## src/hdl/gihf_pkg.sv

```systemverilog
`timescale 1ns / 1ps
// ----------------------------------------------------------------------------
// gihf_pkg
// shared types, constants and the cordic arctangent table
// ----------------------------------------------------------------------------
package gihf_pkg;

  localparam int XyW        = 40;
  localparam int ZW         = 34;
  localparam int MulW       = 32;
  localparam int ProdW      = 64;
  localparam int Steps      = 30;
  localparam int CntW       = 5;
  localparam int DivSteps   = 4;
  localparam int RemW       = 50;
  localparam int QW         = 26;
  localparam int QsW        = QW + 1;
  localparam int YawW       = 20;
  localparam int HeadW      = 26;
  localparam int BmulLast   = 5;
  localparam int RecipShift = 37;

  localparam logic signed [ZW-1:0]   Deg90      = ZW'(64'sd900000000);
  localparam logic signed [ZW-1:0]   Deg180     = ZW'(64'sd1800000000);
  localparam logic signed [ZW-1:0]   Deg360     = ZW'(64'sd3600000000);
  localparam logic signed [XyW-1:0]  CordicGain = XyW'(64'sd652032874);
  localparam logic signed [XyW-1:0]  Q30One     = XyW'(64'sd1073741824);
  localparam logic [RemW-1:0]        HalfUnit   = RemW'(64'd5000000);
  // one degree unit over 128, and 2^47 over it
  localparam logic signed [MulW-1:0] DivBase    = MulW'(64'sd78125);
  localparam logic signed [MulW-1:0] DivRecip   = MulW'(64'sd1801439850);

  typedef enum logic [4:0] {
    S_IDLE, S_DISP, S_FIRST, S_QMUL, S_QLAST, S_ATQ, S_WRAP, S_SCI, S_SCROT,
    S_SCS, S_BMUL, S_ATB, S_ATROT, S_DIVI, S_DIV, S_YAW, S_OUT
  } state_e;

  typedef enum logic [3:0] {
    OP_NONE, OP_LOAD, OP_FIX, OP_QMUL, OP_QLAST, OP_ATQ, OP_WRAP, OP_SCI,
    OP_ROT, OP_SCS, OP_BMUL, OP_ATB, OP_DIVI, OP_DIV, OP_YAW, OP_OUT
  } op_e;

  typedef struct packed {
    op_e             op;
    logic [CntW-1:0] step;
  } cmd_t;

  typedef struct packed {
    logic action;
    logic prev_vld;
    logic out_busy;
  } sts_t;

  function automatic logic signed [ZW-1:0] atan_step(input logic [CntW-1:0] i);
    logic signed [ZW-1:0] r;
    case (i)
      5'd0:  r = ZW'(64'sd450000000);
      5'd1:  r = ZW'(64'sd265650512);
      5'd2:  r = ZW'(64'sd140362435);
      5'd3:  r = ZW'(64'sd71250163);
      5'd4:  r = ZW'(64'sd35763344);
      5'd5:  r = ZW'(64'sd17899106);
      5'd6:  r = ZW'(64'sd8951737);
      5'd7:  r = ZW'(64'sd4476142);
      5'd8:  r = ZW'(64'sd2238105);
      5'd9:  r = ZW'(64'sd1119057);
      5'd10: r = ZW'(64'sd559529);
      5'd11: r = ZW'(64'sd279765);
      5'd12: r = ZW'(64'sd139882);
      5'd13: r = ZW'(64'sd69941);
      5'd14: r = ZW'(64'sd34971);
      5'd15: r = ZW'(64'sd17485);
      5'd16: r = ZW'(64'sd8743);
      5'd17: r = ZW'(64'sd4371);
      5'd18: r = ZW'(64'sd2186);
      5'd19: r = ZW'(64'sd1093);
      5'd20: r = ZW'(64'sd546);
      5'd21: r = ZW'(64'sd273);
      5'd22: r = ZW'(64'sd137);
      5'd23: r = ZW'(64'sd68);
      5'd24: r = ZW'(64'sd34);
      5'd25: r = ZW'(64'sd17);
      5'd26: r = ZW'(64'sd9);
      5'd27: r = ZW'(64'sd4);
      5'd28: r = ZW'(64'sd2);
      5'd29: r = ZW'(64'sd1);
      default: r = '0;
    endcase
    return r;
  endfunction

endpackage

```

## src/hdl/gihf_ctrl.sv

```systemverilog
`timescale 1ns / 1ps
// ----------------------------------------------------------------------------
// gihf_ctrl
// sequencer that steps the datapath through yaw and bearing computations
// ----------------------------------------------------------------------------
module gihf_ctrl import gihf_pkg::*; (
  input  logic clk_i,
  input  logic rst_ni,
  input  logic in_valid_i,
  output logic in_ready_o,
  input  sts_t sts_i,
  output cmd_t cmd_o
);

  state_e          state_q, state_d;
  logic [CntW-1:0] cnt_q, cnt_d;
  logic [1:0]      idx_q, idx_d;
  logic            fix_q, fix_d;

  always_comb begin
    state_d = state_q;
    unique case (state_q)
      S_IDLE:   if (in_valid_i) state_d = S_DISP;
      S_DISP:   state_d = sts_i.action ? (sts_i.prev_vld ? S_WRAP : S_FIRST) : S_QMUL;
      S_FIRST:  state_d = S_IDLE;
      S_QMUL:   if (cnt_q == CntW'(3)) state_d = S_QLAST;
      S_QLAST:  state_d = S_ATQ;
      S_ATQ:    state_d = S_ATROT;
      S_WRAP:   state_d = S_SCI;
      S_SCI:    state_d = S_SCROT;
      S_SCROT:  if (cnt_q == CntW'(Steps - 1)) state_d = S_SCS;
      S_SCS:    state_d = (idx_q == 2'd2) ? S_BMUL : S_WRAP;
      S_BMUL:   if (cnt_q == CntW'(BmulLast)) state_d = S_ATB;
      S_ATB:    state_d = S_ATROT;
      S_ATROT:  if (cnt_q == CntW'(Steps - 1)) state_d = S_DIVI;
      S_DIVI:   state_d = S_DIV;
      S_DIV:    if (cnt_q == CntW'(DivSteps - 1)) state_d = fix_q ? S_OUT : S_YAW;
      S_YAW:    state_d = S_IDLE;
      S_OUT:    if (!sts_i.out_busy) state_d = S_IDLE;
      default:  state_d = S_IDLE;
    endcase
  end

  always_comb begin
    cnt_d = (state_d != state_q) ? '0 : cnt_q + CntW'(1);
    idx_d = idx_q;
    fix_d = fix_q;
    if (state_q == S_DISP) begin
      idx_d = '0;
      fix_d = sts_i.action;
    end else if (state_q == S_SCS) begin
      idx_d = idx_q + 2'd1;
    end
  end

  always_comb begin
    cmd_o.op   = OP_NONE;
    cmd_o.step = cnt_q;
    unique case (state_q)
      S_IDLE:  cmd_o.op = in_valid_i ? OP_LOAD : OP_NONE;
      S_FIRST: cmd_o.op = OP_FIX;
      S_QMUL:  cmd_o.op = OP_QMUL;
      S_QLAST: cmd_o.op = OP_QLAST;
      S_ATQ:   cmd_o.op = OP_ATQ;
      S_WRAP: begin
        cmd_o.op   = OP_WRAP;
        cmd_o.step = CntW'(idx_q);
      end
      S_SCI:   cmd_o.op = OP_SCI;
      S_SCROT: cmd_o.op = OP_ROT;
      S_SCS: begin
        cmd_o.op   = OP_SCS;
        cmd_o.step = CntW'(idx_q);
      end
      S_BMUL:  cmd_o.op = OP_BMUL;
      S_ATB:   cmd_o.op = OP_ATB;
      S_ATROT: cmd_o.op = OP_ROT;
      S_DIVI: begin
        cmd_o.op   = OP_DIVI;
        cmd_o.step = CntW'(fix_q);
      end
      S_DIV:   cmd_o.op = OP_DIV;
      S_YAW:   cmd_o.op = OP_YAW;
      S_OUT:   cmd_o.op = sts_i.out_busy ? OP_NONE : OP_OUT;
      default: cmd_o.op = OP_NONE;
    endcase
  end

  assign in_ready_o = (state_q == S_IDLE);

  always_ff @(posedge clk_i or negedge rst_ni) begin
    if (!rst_ni) begin
      state_q <= S_IDLE;
      cnt_q   <= '0;
      idx_q   <= '0;
      fix_q   <= 1'b0;
    end else begin
      state_q <= state_d;
      cnt_q   <= cnt_d;
      idx_q   <= idx_d;
      fix_q   <= fix_d;
    end
  end

endmodule

```

## config.mk

```make
export PLATFORM = sky130hd
export DESIGN_NAME = gihf_ctrl
export DESIGN_NICKNAME = d
export VERILOG_FILES = /design/src/hdl/gihf_pkg.sv /design/src/hdl/gihf_ctrl.sv
export SDC_FILE = /design/constraint.sdc
export NUM_CORES = 1
export LEC_CHECK = 0
export BUFFER_PORTS_ARGS = -buffer_cell sky130_fd_sc_hd__buf_4
export CAP_MARGIN = 10
export CORE_AREA = 2 2 55 57
export CTS_CLUSTER_SIZE = 14
export DETAILED_ROUTE_END_ITERATION = 12
export DIE_AREA = 0 0 57 59
export HOLD_SLACK_MARGIN = 0.02
export MAX_ROUTING_LAYER = met4
export PLACE_DENSITY = 0.72
export SYNTH_ARGS = -nofsm -noshare
export SYNTH_HDL_FRONTEND = slang
export SYNTH_SLANG_ARGS = --single-unit
```

## constraint.sdc

```tcl
create_clock -name clk_i -period 3.1 [get_ports clk_i]
set_clock_uncertainty 0.2 [all_clocks]
set_input_delay 0.31 -clock clk_i [delete_from_list [all_inputs] [get_ports clk_i]]
set_output_delay 0.31 -clock clk_i [all_outputs]
set_load 0.1 [all_outputs]
```

==> metrics <==
status=finished clean; cell-internal power=~0.23 mW; kind of critical path=flip-flop to output pin; Worst Path Arrival=2340 ps; total of max-cap violations=0; sequential fraction of the synthesis area=0.276; setup violators final=0; total power=0.297 mW; Power Density=about 220 mW/mm^2; Post-Syn Instances=between 100 and 150; Period Utilization, post-route=0.921; DRC viols=0; largest net degree at the start of global routing=19; Die Area=0.00336 sq mm; # hold bufs at CTS=1; post-CTS setup buffers=0; peak supply drop=0.260 mV; multi-input logic area=about 800 sq um; Syn Area/Cell=approximately 8.1 sq um; TNS Setup=0 ps; via count of the first global-routing pass=1,117; Core Box Area=between 0.002 and 0.003 sq mm; H-tree levels=1; Antenna Cells=0; post-CTS sizing=0; die width=roughly 57 microns; Layout fillers=265; Critical Path RT=roughly 2600 ps; routed via count=between 1,000 and 1,500; worst min-delay path category=input pin to flip-flop; initial core utilization=0.435; DRT iter0 DRCs=63; max_slew headroom=0.547; CP most frequent cell=nor2_1; worst hold start=sts_i[2]; IO Count=16; CP cell instances=nor2b_1, a22oi_1, nor2_1, nor2_1, a221o_1, buf_4; post-synth top area cell=dfrtp_1; Leak=approximately 0.56 nW; CP max stage delay=roughly 530 ps; worst path bufs/invs=1; crit path time final=2850 ps; Synth async-reset ratio=1.00; #FFs+latches synth=13; Main synth FF type=dfrtp_1; nets=between 150 and 200; layout cells sized above 1=0.208; Pre-Repair DR Iteration Count=5; drt total wl=3050 microns; first-pass GRT wire length=5260 microns; pre-CTS setup slack=~570 ps; ranking of synthesized cells by area=dfrtp_1 (28%), nand2b_1 (4.2%), nand2_1 (4.1%); storage element area=approximately 330 sq um; Clock transition at path regs=100 ps; post-layout util=0.503; slack of the critical path=between 200 and 250 ps; clock sink total=13; GRT Util Overall=0.207; CTS tree=yes; RSZ-0062 raised after global routing=false; Seq pwr share=0.571; reg2reg start=state_q[1]$_DFF_PN0_; HPWL Detailed=~2300 microns; Sw Share=0.240; worst skew pair latency=290 ps; Peak Freq=350 MHz; Critical Path Source=state_q[2]$_DFF_PN0_; Crit-path slowest cell=dfrtp_1; die height=slightly below 60 microns; Clock Path Buffers=2; num rows=19; CP Capture Type=output pin; Slew Limit Fails=0; Ys Warns=0; Vias/cell=between 6 and 7; remaining antenna violation count=0; clock share of power=0.388; Mapped Nets=between 150 and 200; CP delay by family, top=simple AND/OR/NAND/NOR gates; initial antenna violation count=0; Max FO, Critical Path=9; Routed wire per std cell=roughly 16 microns; combinational share of power=0.041; # port buffers=15; Synth top area share=0.276; clock root buffer=clkbuf_4; CP Launch Type=flip-flop; sw power=around 0.071 mW; Inserted Clock Buffers=3; Worst-Margin Slew=679 ps; Synth cell types=a little under 50; Layout area overhead=15.6%; top cells by count, synth=dfrtp_1 (13), nand2_1 (13), nor2_1 (10); total grt overflow=0; Cell Area, Synth=0.00118 sq mm; gpl congestion=about 0.95; number of synthesized flops with an enable pin=0; Final Hold Fails=0
## logic make-up (layout without fill, tap and decap cells)
kind of cell | count (synthesis) | after routing | synth area share
XOR/XNOR | 4 | 4 | 0.0297
AO/OA/AOI/OAI | 34 | 34 | 0.200
adder cells (fa/ha/maj) | 3 | 3 | 0.0319
buffers and inverters | 18 | 32 | 0.0764
flip-flops | 13 | 13 | 0.276
AND/OR/NAND/NOR | 72 | 72 | 0.378
multiplexers | 1 | 1 | 0.00849
## power groups by stage
stage / clock network, mW / logic (mW) / registers, mW
after CTS: 0.118 / 0.0123 / 0.169
final: 0.115 / 0.0121 / 0.169
after floorplan: 0 / 0.00163 / 0.173
after global routing: 0.130 / 0.0135 / 0.169
after detailed placement: 0 / 0.0113 / 0.173
after global placement: 0 / 0.0109 / 0.173
## routing by layer
layer | GRT usage | vias to the layer above | share of wire | routed length (microns)
met2 | 0.328 | 41 | 0.47 | 1420
met1 | 0.265 | 550 | 0.46 | 1390
met5 | - | - | 0 | 0
met4 | 0.106 | 0 | 0.027 | 82
met3 | 0.0197 | 10 | 0.051 | 154
li1 | - | 556 | - | -
## sequential cells by signal, indices dropped and copies added (netlist names)
register and flops:
idx_q 2, cnt_q 5, fix_q 1, state_q 5
## per-stage QoR
step	std cells	area, sq um	hold WS, ps
final	190	1360	106
after global routing	190	1360	144
after CTS	190	1360	112
after detailed placement	185	1330	-30.0
after global placement	185	1330	-37.2
after floorplan	145	1200	-186
## path summary, 6_finish.rpt
check | end | slack (ps) | cells past startpoint
max | cmd_o[0] | 250 | 6
min in group asynchronous | fix_q$_DFFE_PN0P_ | 190 | 2
max in group asynchronous | state_q[3]$_DFF_PN0_ | 2330 | 2
min | fix_q$_DFFE_PN0P_ | 110 | 3
min reg2reg | cnt_q[0]$_DFF_PN0_ | 340 | 1
max reg2reg | cnt_q[3]$_DFF_PN0_ | 640 | 5
## worst min-delay path, stage by stage
cell and delay [ps]:
buf_4 110, inv_1 60, o21ai_0 90
## layout by cell type (no fill, tap or decap), drive strengths merged, types with 4 or more instances in the layout
cell type and n:
buf 19, nand2 13, dfrtp 13, nor2 10, inv 8, nor3 8, a21oi 8, nand2b 8
nor2b 7, o21ai 7, nor4 7, nand3 5, clkbuf 4
## area by class of cell
| cell class | instances | area share |
|---|---|---|
| clock buffers | 4 | 0.0193 |
| multi-input cells | 114 | 0.579 |
| inverters | 8 | 0.0220 |
| repair buffers | 20 | 0.112 |
| well taps | 31 | 0.0285 |
| flip-flops and latches | 13 | 0.239 |
Power figures use the tool's default switching activity.
